`src/rtl/irc_message_tokenizer_defines.svh`:
```
// Assertion helpers used by the tokenizer output stage.
`ifndef IRC_MESSAGE_TOKENIZER_DEFINES_SVH
`define IRC_MESSAGE_TOKENIZER_DEFINES_SVH

// Same-cycle implication, disabled while reset is high.
`define IRC_ASSERT_NOW(label, cond, prop, msg) \
   label: assert property (@(posedge clock) disable iff (reset) (cond) |-> (prop)) \
      else $error(msg);

// Next-cycle implication, disabled while reset is high.
`define IRC_ASSERT_NEXT(label, cond, prop, msg) \
   label: assert property (@(posedge clock) disable iff (reset) (cond) |=> (prop)) \
      else $error(msg);

`endif

```
`src/rtl/irc_tok_pkg.sv`:
```
package irc_tok_pkg;

   localparam int MAX_PARAMS = 16;
   localparam int IDX_LIMIT_INT = ((MAX_PARAMS - 1) > 15) ? 15 : (MAX_PARAMS - 1);
   localparam logic [3:0] IDX_LIMIT = IDX_LIMIT_INT[3:0];

   localparam logic [7:0] CHAR_COLON = 8'h3A;
   localparam logic [7:0] CHAR_SPACE = 8'h20;

   typedef enum logic [5:0] {
      PH_START   = 6'b000001,
      PH_PREFIX  = 6'b000010,
      PH_COMMAND = 6'b000100,
      PH_PARAM   = 6'b001000,
      PH_TRAIL   = 6'b010000,
      PH_BAD     = 6'b100000
   } phase_type;

   typedef enum logic [1:0] {
      EV_CONTENT = 2'd0,
      EV_CLOSE   = 2'd1,
      EV_DROP    = 2'd2,
      EV_END     = 2'd3
   } evt_type;

   typedef enum logic [1:0] {
      FLD_PREFIX  = 2'd0,
      FLD_COMMAND = 2'd1,
      FLD_PARAM   = 2'd2,
      FLD_TRAIL   = 2'd3
   } fld_type;

   typedef struct packed {
      logic [7:0] data;
      evt_type    evt;
      fld_type    fld;
      logic [3:0] idx;
      logic       malformed;
      logic       overflow;
      logic       eor;
   } result_type;

   // everything one byte produces: its own result and, on the last byte, the end result
   typedef struct packed {
      result_type first;
      logic       has_end;
      result_type end_res;
   } entry_type;

endpackage

```
`src/rtl/irc_tok_core.sv`:
```
module irc_tok_core (
   input  logic                  clock,
   input  logic                  reset,
   input  logic                  fire,
   input  logic [7:0]            in_byte,
   input  logic                  last_byte,
   output irc_tok_pkg::entry_type entry
);

   irc_tok_pkg::phase_type phase_ff, phase_in;
   logic       after_space_ff, after_space_in;
   logic       prefix_content_ff, prefix_content_in;
   logic [3:0] param_count_ff, param_count_in;
   logic       overflow_ff, overflow_in;

   logic is_space;
   logic is_colon;
   logic end_bad;
   irc_tok_pkg::fld_type end_fld;
   irc_tok_pkg::result_type r0;

   assign is_space = (in_byte == irc_tok_pkg::CHAR_SPACE);
   assign is_colon = (in_byte == irc_tok_pkg::CHAR_COLON);

   always_comb begin
      phase_in          = phase_ff;
      after_space_in    = after_space_ff;
      prefix_content_in = prefix_content_ff;
      param_count_in    = param_count_ff;
      overflow_in       = overflow_ff;
      r0.data      = 8'd0;
      r0.evt       = irc_tok_pkg::EV_DROP;
      r0.fld       = irc_tok_pkg::FLD_PREFIX;
      r0.idx       = 4'd0;
      r0.malformed = 1'b0;
      r0.eor       = 1'b0;
      unique case (phase_ff)
         irc_tok_pkg::PH_START: begin
            if (is_colon) begin
               r0.evt            = irc_tok_pkg::EV_DROP;
               r0.fld            = irc_tok_pkg::FLD_PREFIX;
               phase_in          = irc_tok_pkg::PH_PREFIX;
               prefix_content_in = 1'b0;
            end else if (is_space) begin
               r0.evt         = irc_tok_pkg::EV_CLOSE;
               r0.fld         = irc_tok_pkg::FLD_COMMAND;
               phase_in       = irc_tok_pkg::PH_PARAM;
               after_space_in = 1'b1;
            end else begin
               r0.data        = in_byte;
               r0.evt         = irc_tok_pkg::EV_CONTENT;
               r0.fld         = irc_tok_pkg::FLD_COMMAND;
               phase_in       = irc_tok_pkg::PH_COMMAND;
               after_space_in = 1'b0;
            end
         end
         irc_tok_pkg::PH_PREFIX: begin
            if (is_space) begin
               r0.evt = irc_tok_pkg::EV_CLOSE;
               r0.fld = irc_tok_pkg::FLD_PREFIX;
               if (prefix_content_ff) begin
                  phase_in       = irc_tok_pkg::PH_COMMAND;
                  after_space_in = 1'b1;
               end else begin
                  r0.malformed = 1'b1;
                  phase_in     = irc_tok_pkg::PH_BAD;
               end
            end else begin
               r0.data           = in_byte;
               r0.evt            = irc_tok_pkg::EV_CONTENT;
               r0.fld            = irc_tok_pkg::FLD_PREFIX;
               prefix_content_in = 1'b1;
            end
         end
         irc_tok_pkg::PH_COMMAND: begin
            if (is_space) begin
               r0.evt         = irc_tok_pkg::EV_CLOSE;
               r0.fld         = irc_tok_pkg::FLD_COMMAND;
               phase_in       = irc_tok_pkg::PH_PARAM;
               after_space_in = 1'b1;
            end else if (is_colon && after_space_ff) begin
               r0.evt         = irc_tok_pkg::EV_DROP;
               r0.fld         = irc_tok_pkg::FLD_TRAIL;
               phase_in       = irc_tok_pkg::PH_TRAIL;
               after_space_in = 1'b0;
            end else begin
               r0.data        = in_byte;
               r0.evt         = irc_tok_pkg::EV_CONTENT;
               r0.fld         = irc_tok_pkg::FLD_COMMAND;
               after_space_in = 1'b0;
            end
         end
         irc_tok_pkg::PH_PARAM: begin
            if (is_space) begin
               r0.evt = irc_tok_pkg::EV_CLOSE;
               r0.fld = irc_tok_pkg::FLD_PARAM;
               r0.idx = param_count_ff;
               // saturate the index and flag the overflow instead
               if (param_count_ff < irc_tok_pkg::IDX_LIMIT) begin
                  param_count_in = param_count_ff + 4'd1;
               end else begin
                  overflow_in = 1'b1;
               end
               after_space_in = 1'b1;
            end else if (is_colon && after_space_ff) begin
               r0.evt         = irc_tok_pkg::EV_DROP;
               r0.fld         = irc_tok_pkg::FLD_TRAIL;
               phase_in       = irc_tok_pkg::PH_TRAIL;
               after_space_in = 1'b0;
            end else begin
               r0.data        = in_byte;
               r0.evt         = irc_tok_pkg::EV_CONTENT;
               r0.fld         = irc_tok_pkg::FLD_PARAM;
               r0.idx         = param_count_ff;
               after_space_in = 1'b0;
            end
         end
         irc_tok_pkg::PH_TRAIL: begin
            r0.data = in_byte;
            r0.evt  = irc_tok_pkg::EV_CONTENT;
            r0.fld  = irc_tok_pkg::FLD_TRAIL;
         end
         default: begin
            r0.evt       = irc_tok_pkg::EV_DROP;
            r0.fld       = irc_tok_pkg::FLD_PREFIX;
            r0.malformed = 1'b1;
            phase_in     = irc_tok_pkg::PH_BAD;
         end
      endcase
      r0.overflow = overflow_in;
   end

   // end result looks at the state this byte leaves behind
   always_comb begin
      end_bad = (phase_in == irc_tok_pkg::PH_BAD) ||
                ((phase_in == irc_tok_pkg::PH_PREFIX) && !prefix_content_in);
      if (end_bad) begin
         end_fld = irc_tok_pkg::FLD_PREFIX;
      end else begin
         unique case (phase_in)
            irc_tok_pkg::PH_START:   end_fld = irc_tok_pkg::FLD_COMMAND;
            irc_tok_pkg::PH_COMMAND: end_fld = irc_tok_pkg::FLD_COMMAND;
            irc_tok_pkg::PH_PARAM:   end_fld = irc_tok_pkg::FLD_PARAM;
            irc_tok_pkg::PH_TRAIL:   end_fld = irc_tok_pkg::FLD_TRAIL;
            default:                 end_fld = irc_tok_pkg::FLD_PREFIX;
         endcase
      end
      entry.first             = r0;
      entry.has_end           = last_byte;
      entry.end_res.data      = 8'd0;
      entry.end_res.evt       = irc_tok_pkg::EV_END;
      entry.end_res.fld       = end_fld;
      entry.end_res.idx       = (end_fld == irc_tok_pkg::FLD_PARAM) ? param_count_in : 4'd0;
      entry.end_res.malformed = end_bad;
      entry.end_res.overflow  = overflow_in;
      entry.end_res.eor       = 1'b1;
   end

   always_ff @(posedge clock) begin
      if (reset || (fire && last_byte)) begin
         phase_ff          <= irc_tok_pkg::PH_START;
         after_space_ff    <= 1'b0;
         prefix_content_ff <= 1'b0;
         param_count_ff    <= 4'd0;
         overflow_ff       <= 1'b0;
      end else if (fire) begin
         phase_ff          <= phase_in;
         after_space_ff    <= after_space_in;
         prefix_content_ff <= prefix_content_in;
         param_count_ff    <= param_count_in;
         overflow_ff       <= overflow_in;
      end
   end

endmodule

```
`src/rtl/irc_tok_out.sv`:
```
`include "irc_message_tokenizer_defines.svh"

module irc_tok_out (
   input  logic                   clock,
   input  logic                   reset,
   input  logic                   load_i,
   input  irc_tok_pkg::entry_type entry_i,
   output logic                   room_o,
   output logic                   rsp_tvalid,
   input  logic                   rsp_tready,
   output logic [15:0]            rsp_tdata,  // out_byte[7:0], param_index[11:8],
                                              // malformed[12], param_overflow[13]
   output logic [3:0]             rsp_tuser,  // event_res[1:0], field[3:2]
   output logic                   rsp_tlast   // end_of_run
);

   irc_tok_pkg::entry_type  entry_ff;
   logic                    valid_ff;
   logic                    sub_ff;
   irc_tok_pkg::result_type out_res;
   logic                    xfer;
   logic                    done;

   assign out_res = sub_ff ? entry_ff.end_res : entry_ff.first;
   assign xfer    = valid_ff && rsp_tready;
   // entry leaves with its last result
   assign done    = xfer && (sub_ff || !entry_ff.has_end);
   assign room_o  = !valid_ff || done;

   assign rsp_tvalid = valid_ff;
   assign rsp_tdata  = {2'b00, out_res.overflow, out_res.malformed, out_res.idx, out_res.data};
   assign rsp_tuser  = {out_res.fld, out_res.evt};
   assign rsp_tlast  = out_res.eor;

   always_ff @(posedge clock) begin
      if (load_i) begin
         entry_ff <= entry_i;
      end
   end

   always_ff @(posedge clock) begin
      if (reset) begin
         valid_ff <= 1'b0;
         sub_ff   <= 1'b0;
      end else if (load_i) begin
         valid_ff <= 1'b1;
         sub_ff   <= 1'b0;
      end else if (done) begin
         valid_ff <= 1'b0;
         sub_ff   <= 1'b0;
      end else if (xfer) begin
         sub_ff <= 1'b1;
      end
   end

   `IRC_ASSERT_NOW(a_sub_needs_end, sub_ff, valid_ff && entry_ff.has_end, "end phase without end result")
   `IRC_ASSERT_NOW(a_tlast_is_end, valid_ff && rsp_tlast, sub_ff && (out_res.evt == irc_tok_pkg::EV_END), "tlast on non-end result")
   `IRC_ASSERT_NEXT(a_first_then_end, xfer && !sub_ff && entry_ff.has_end, valid_ff && sub_ff, "end result lost after first")
   `IRC_ASSERT_NOW(a_no_overwrite, load_i, !valid_ff || done, "entry overwritten before delivery")

endmodule

```
`src/rtl/irc_message_tokenizer.sv`:
```
// IRC message line tokenizer.
// req_*: one octet of a message line per transaction (CR LF removed),
//   req_tdata[7:0] the octet, req_tlast set on the final octet.
// rsp_*: one result per octet telling which part it belongs to (prefix,
//   command, numbered parameter, trail) and whether it is content, a part
//   close or a dropped delimiter. The final octet adds a second result,
//   the message end, marked with rsp_tlast.
// A result is registered twice on its way out: its octet passes the input
//   register, then the tokenizer state update into the result register.
// Throughput: one octet per cycle while the receiver takes results; the
//   final octet of a message holds the result register until both of its
//   results are taken, one after the other.
// The rate is set by the phase update in the tokenizer core, done per octet.
// Reset empties the input and result registers and returns the tokenizer to
//   the start of a message; state also returns there after every final octet.
// When the receiver stalls, the pending result holds, the input register
//   takes one more octet and then req_tready drops until space frees up.
module irc_message_tokenizer (
   input  logic        clock,
   input  logic        reset,
   input  logic        req_tvalid,
   output logic        req_tready,
   input  logic [7:0]  req_tdata,   // in_byte[7:0]
   input  logic        req_tlast,   // last_byte
   output logic        rsp_tvalid,
   input  logic        rsp_tready,
   output logic [15:0] rsp_tdata,   // out_byte[7:0], param_index[11:8],
                                    // malformed[12], param_overflow[13]
   output logic [3:0]  rsp_tuser,   // event_res[1:0], field[3:2]
   output logic        rsp_tlast    // end_of_run
);

   logic       in_valid_ff;
   logic [7:0] in_byte_ff;
   logic       in_last_ff;
   logic       room;
   logic       fire;
   irc_tok_pkg::entry_type entry;

   assign fire       = in_valid_ff && room;
   assign req_tready = !in_valid_ff || fire;

   always_ff @(posedge clock) begin
      if (reset) begin
         in_valid_ff <= 1'b0;
      end else if (req_tready) begin
         in_valid_ff <= req_tvalid;
      end
   end

   always_ff @(posedge clock) begin
      if (req_tvalid && req_tready) begin
         in_byte_ff <= req_tdata;
         in_last_ff <= req_tlast;
      end
   end

   irc_tok_core u_core (
      .clock     (clock),
      .reset     (reset),
      .fire      (fire),
      .in_byte   (in_byte_ff),
      .last_byte (in_last_ff),
      .entry     (entry)
   );

   irc_tok_out u_out (
      .clock      (clock),
      .reset      (reset),
      .load_i     (fire),
      .entry_i    (entry),
      .room_o     (room),
      .rsp_tvalid (rsp_tvalid),
      .rsp_tready (rsp_tready),
      .rsp_tdata  (rsp_tdata),
      .rsp_tuser  (rsp_tuser),
      .rsp_tlast  (rsp_tlast)
   );

endmodule
```
`config.mk`:
```
export PLATFORM = sky130hd
export DESIGN_NAME = irc_message_tokenizer
export DESIGN_NICKNAME = d
export VERILOG_FILES = /design/src/rtl/irc_tok_pkg.sv /design/src/rtl/irc_tok_core.sv /design/src/rtl/irc_tok_out.sv /design/src/rtl/irc_message_tokenizer.sv
export VERILOG_INCLUDE_DIRS = /design/src /design/src/rtl
export SDC_FILE = /design/constraint.sdc
export NUM_CORES = 1
export LEC_CHECK = 0
export BUFFER_PORTS_ARGS = -buffer_cell sky130_fd_sc_hd__buf_4
export CAP_MARGIN = 20
export CORE_UTILIZATION = 40
export DETAILED_ROUTE_END_ITERATION = 10
export PLACE_DENSITY = 0.69
export SLEW_MARGIN = 25
export SYNTH_ARGS = -nofsm -noshare
export SYNTH_HDL_FRONTEND = slang
export SYNTH_SLANG_ARGS = --single-unit
```
`constraint.sdc`:
```
create_clock -name clock -period 2.85 [get_ports clock]
set_input_delay 0.1425 -clock clock [delete_from_list [all_inputs] [get_ports clock]]
set_output_delay 0.1425 -clock clock [all_outputs]
set_load 0.03 [all_outputs]
```
==> metrics.md <==
| Metric | Value |
|---|---|
| Outcome | complete, no violations |
| Num CTS Buffers | 5 |
| # IOs | 36 |
| DRC viols | 0 |
| Initial DRC Count | approximately 120 |
| Worst hold path type | primary input to register |
| Placer Congestion | roughly 0.87 |
| Final Cycle Share | 0.754 |
| Post-DP HPWL | 3.60 mm |
| FP Rows | 28 |
| Core box area | about 6000 um2 |
| Post-route ant nets | 0 |
| Total gr overflow | 0 |
| Compound-Gate Fraction of Synth Area | 0.119 |
| Chip Height | slightly above 80 um |
| Comb pwr share | 0.143 |
| Critical Path AT | 2.19 ns |
| Hold Crit Start | req_tdata[3] |
| Multiplexer area fraction after synthesis | 0.0435 |
| # diodes | 0 |
| Mapped cell area | between 2000 and 3000 um2 |
| Net Sw Frac | 0.251 |
| CTS Buffer Depth | 2 |
| CP max FO | 7 |
| Power, Total | roughly 1500 uW |
| Clk sink count | 51 |
| R2r setup slk | between 0.6 and 0.7 ns |
| R2r startpoint | in_byte_ff[2] |
| Post-route clock skew | around 0.0056 ns |
| Fin area | ~2900 um2 |
| Synth Area in Simple Gates | 0.248 |
| Hold WS | between 0.01 and 0.015 ns |
| DP Area | between 2000 and 3000 um2 |
| Clock latency on the worst-skew pair | around 0.30 ns |
| Most used cell, CP | nor2_1 |
| Full die area | between 6000 and 7000 um2 |
| Synth async-reset ratio | 0 |
| Sequential share of power | 0.576 |
| Critical path depth | 5 |
| Final min period | roughly 2.2 ns |
| Peak supply drop | 247 uV |
| Layout cells sized above 1 | 0.212 |
| Area Growth Syn to Fin | 17.1% |
| 1st-pass router iterations | 4 |
| Routed vias/inst | about 5.3 |
| Cell breakdown of the critical path | or4b_4 > nor3_4 > nor2_1 > nor2_1 > a311oi_1 |
| Vias in the first global route | 1605 |
| Unrepaired setup endpoints after global routing | false |
| Post-cts sizing count | 0 |
| Top FF cell, synth | edfxtp_1 |
| Die X-Extent | around 80 um |
| CP Launch Type | register |
| Antenna violations before repair | 0 |
| CP max stage cell | or4b_4 |
| Achievable frequency | around 470 MHz |
| Int Pwr | about 1100 uW |
| Post-CTS Setup Inserts | 0 |
| Max H-tree Level | 2 |
| Required @ worst endpoint | roughly 2.9 ns |
| Worst Max-Slew Pin Slew | between 0.5 and 0.6 ns |
| Critical path capture point type | register |
| Post-synth EDFFs | 35 |
| WHS Endpoint | in_byte_ff[3] |
| Final core utilization | 0.489 |
| LEAKAGE | ~0.0011 uW |
| CTS tree | yes |
| Fin. Hold Viols | 0 |
| #FFs+latches synth | slightly above 50 |
| Post-Synth Adder-Cell Area | 0.00500 |
| Post-Synthesis Cells | around 230 |
| Final setup violation count | 0 |
| Mean Syn Cell Area | between 10 and 15 um2 |
| Port Buffers | 33 |
| Root buffer cell | clkbuf_8 |
| Distinct cell type count of the synthesized netlist | 50 |
| Via count | between 1500 and 2000 |
| Yosys warning count | 0 |
| Clock share of power | 0.281 |
| # Max-Cap Violations | 0 |
| P_sw | around 370 uW |
| Main combinational cell family by area after synthesis | simple AND/OR/NAND/NOR gates |
| Total Routing Usage GR | 0.158 |
| Drt wl/cell | 14.0 um |
| Hold path depth | 1 |
| Headroom to the max-slew limit | 0.646 |
| Slew Viols, Final | 0 |
| Initial core utilization | 0.418 |
| Worst setup path startpoint | in_byte_ff[2] |
| Largest net degree at the start of global routing | 33 |
| CP Buf/Inv Count | 0 |
| CP delay by family, top | simple AND/OR/NAND/NOR gates |
| Clock Pin Slew Worst Setup and Hold Paths | roughly 0.08 ns |
| Post-synthesis xor/xnor area fraction | 0.0105 |
| Nets | between 200 and 300 |
| WS Path Type | register to register |
| PwrDens | slightly above 500 nW/um2 |
| Seq/Total Area, Yosys | 0.548 |
| Worst r2r path cells | 5 |
| Setup tns final | 0 ns |
| First-pass GRT wire length | 7.62 mm |
| Max incr delay on CP | 0.62 ns |
| FF-to-FF End | u_out.entry_ff[5] |
| WL final | about 4.8 mm |
## cells in the mapped netlist (3+ instances only)
master	instances	area share
a21boi_0	3	0.0090
a21o_1	3	0.0090
a21oi_1	17	0.034
a311oi_1	4	0.014
and2_1	13	0.033
and3_1	5	0.013
buf_4	3	0.0090
clkbuf_1	4	0.0060
dfxtp_1	16	0.13
edfxtp_1	35	0.42
inv_1	3	0.0045
mux2_2	7	0.032
mux2i_1	3	0.012
nand2_1	14	0.021
nand3_1	4	0.0080
nand4_1	3	0.0075
nor2_1	25	0.038
nor2b_1	15	0.038
nor3_1	6	0.012
nor4_1	3	0.0075
o21ai_0	5	0.010
## worst reg2reg max path: stages (launching register included)
cell and delay (ns):
edfxtp_1 0.41, or4b_4 0.62, nor3_4 0.33, nor2_1 0.15, nor2_1 0.29, a311oi_1 0.09
## area by class of cell
type,count,area [um2]
Tap cell,75,93.8
Sequential cell,51,1370
Fill cell,567,3060
Timing Repair Buffer,37,283
Inverter,4,15.0
Clock inverter,2,11.3
Clock buffer,6,82.6
Multi-Input combinational cell,169,1070
## how the worst max path moves through the flow
stage / to / slack, ns
2_1_floorplan: u_core.after_space_ff / 0.58
3_3_place_gp: u_out.entry_ff[5] / 0.68
3_5_place_dp: u_out.entry_ff[6] / 0.66
4_1_cts: u_out.entry_ff[6] / 0.67
5_1_grt: u_out.entry_ff[3] / 0.52
6_report: u_out.entry_ff[5] / 0.70
## cell families (layout without fill, tap and decap cells)
family          Yosys count  count (layout)
compound gates           44              44
xor+xnor                  3               3
fa+ha+maj                 1               1
buf+inv                  13              49
flops                    51              51
mux                      10              10
other cells               1               2
simple gates            109             109
## flip-flops by register name (all words and copies together), names as in the netlist
signal and cells:
u_out.entry_ff 26, in_byte_ff 8, u_core.phase_ff 6, u_core.param_count_ff 4, in_last_ff 1, in_valid_ff 1
u_core.after_space_ff 1, u_core.overflow_ff 1, u_core.prefix_content_ff 1, u_out.rsp_tvalid 1, u_out.sub_ff 1
## layer usage
layer / global-route usage / up-vias / routed length [um]
li1: - / 926 / -
met2: 0.234 / 60 / 2180
met1: 0.220 / 830 / 2350
met3: 0.0371 / 3 / 270
met4: 0.0643 / 0 / 28
met5: 0 / - / 0
## metrics by stage
stage	setup WS (ns)	std cells
3_5_place_dp	0.661	334
2_1_floorplan	0.584	233
5_1_grt	0.522	344
6_report	0.700	344
4_1_cts	0.669	342
3_3_place_gp	0.684	334
## placed cells by master, fill, tap and decap left out, types with 5 or more instances in the layout
cell type | Yosys | final
and3_1 | 5 | 5
nor2b_1 | 15 | 15
nor2_1 | 25 | 25
nor3_1 | 6 | 6
clkbuf_8 | 0 | 6
mux2_2 | 7 | 7
nand2_1 | 14 | 14
and2_1 | 13 | 13
dfxtp_1 | 16 | 16
a21oi_1 | 17 | 17
edfxtp_1 | 35 | 35
buf_4 | 3 | 35
o21ai_0 | 5 | 5
## power by group through the flow
| stage | logic (uW) | registers [uW] | clock network, uW |
|---|---|---|---|
| after floorplan | 144 | 866 | 0 |
| final | 212 | 854 | 417 |
| after detailed placement | 209 | 871 | 0 |
| after global routing | 230 | 859 | 456 |
| after global placement | 208 | 870 | 0 |
| after CTS | 210 | 854 | 429 |
## repair_timing
item                                   CTS  global route
hold buffers                             0             2
endpoints found under the hold margin    0             2
setup endpoints to repair                0             0
No activity file was read; power rests on OpenSTA's default activity.
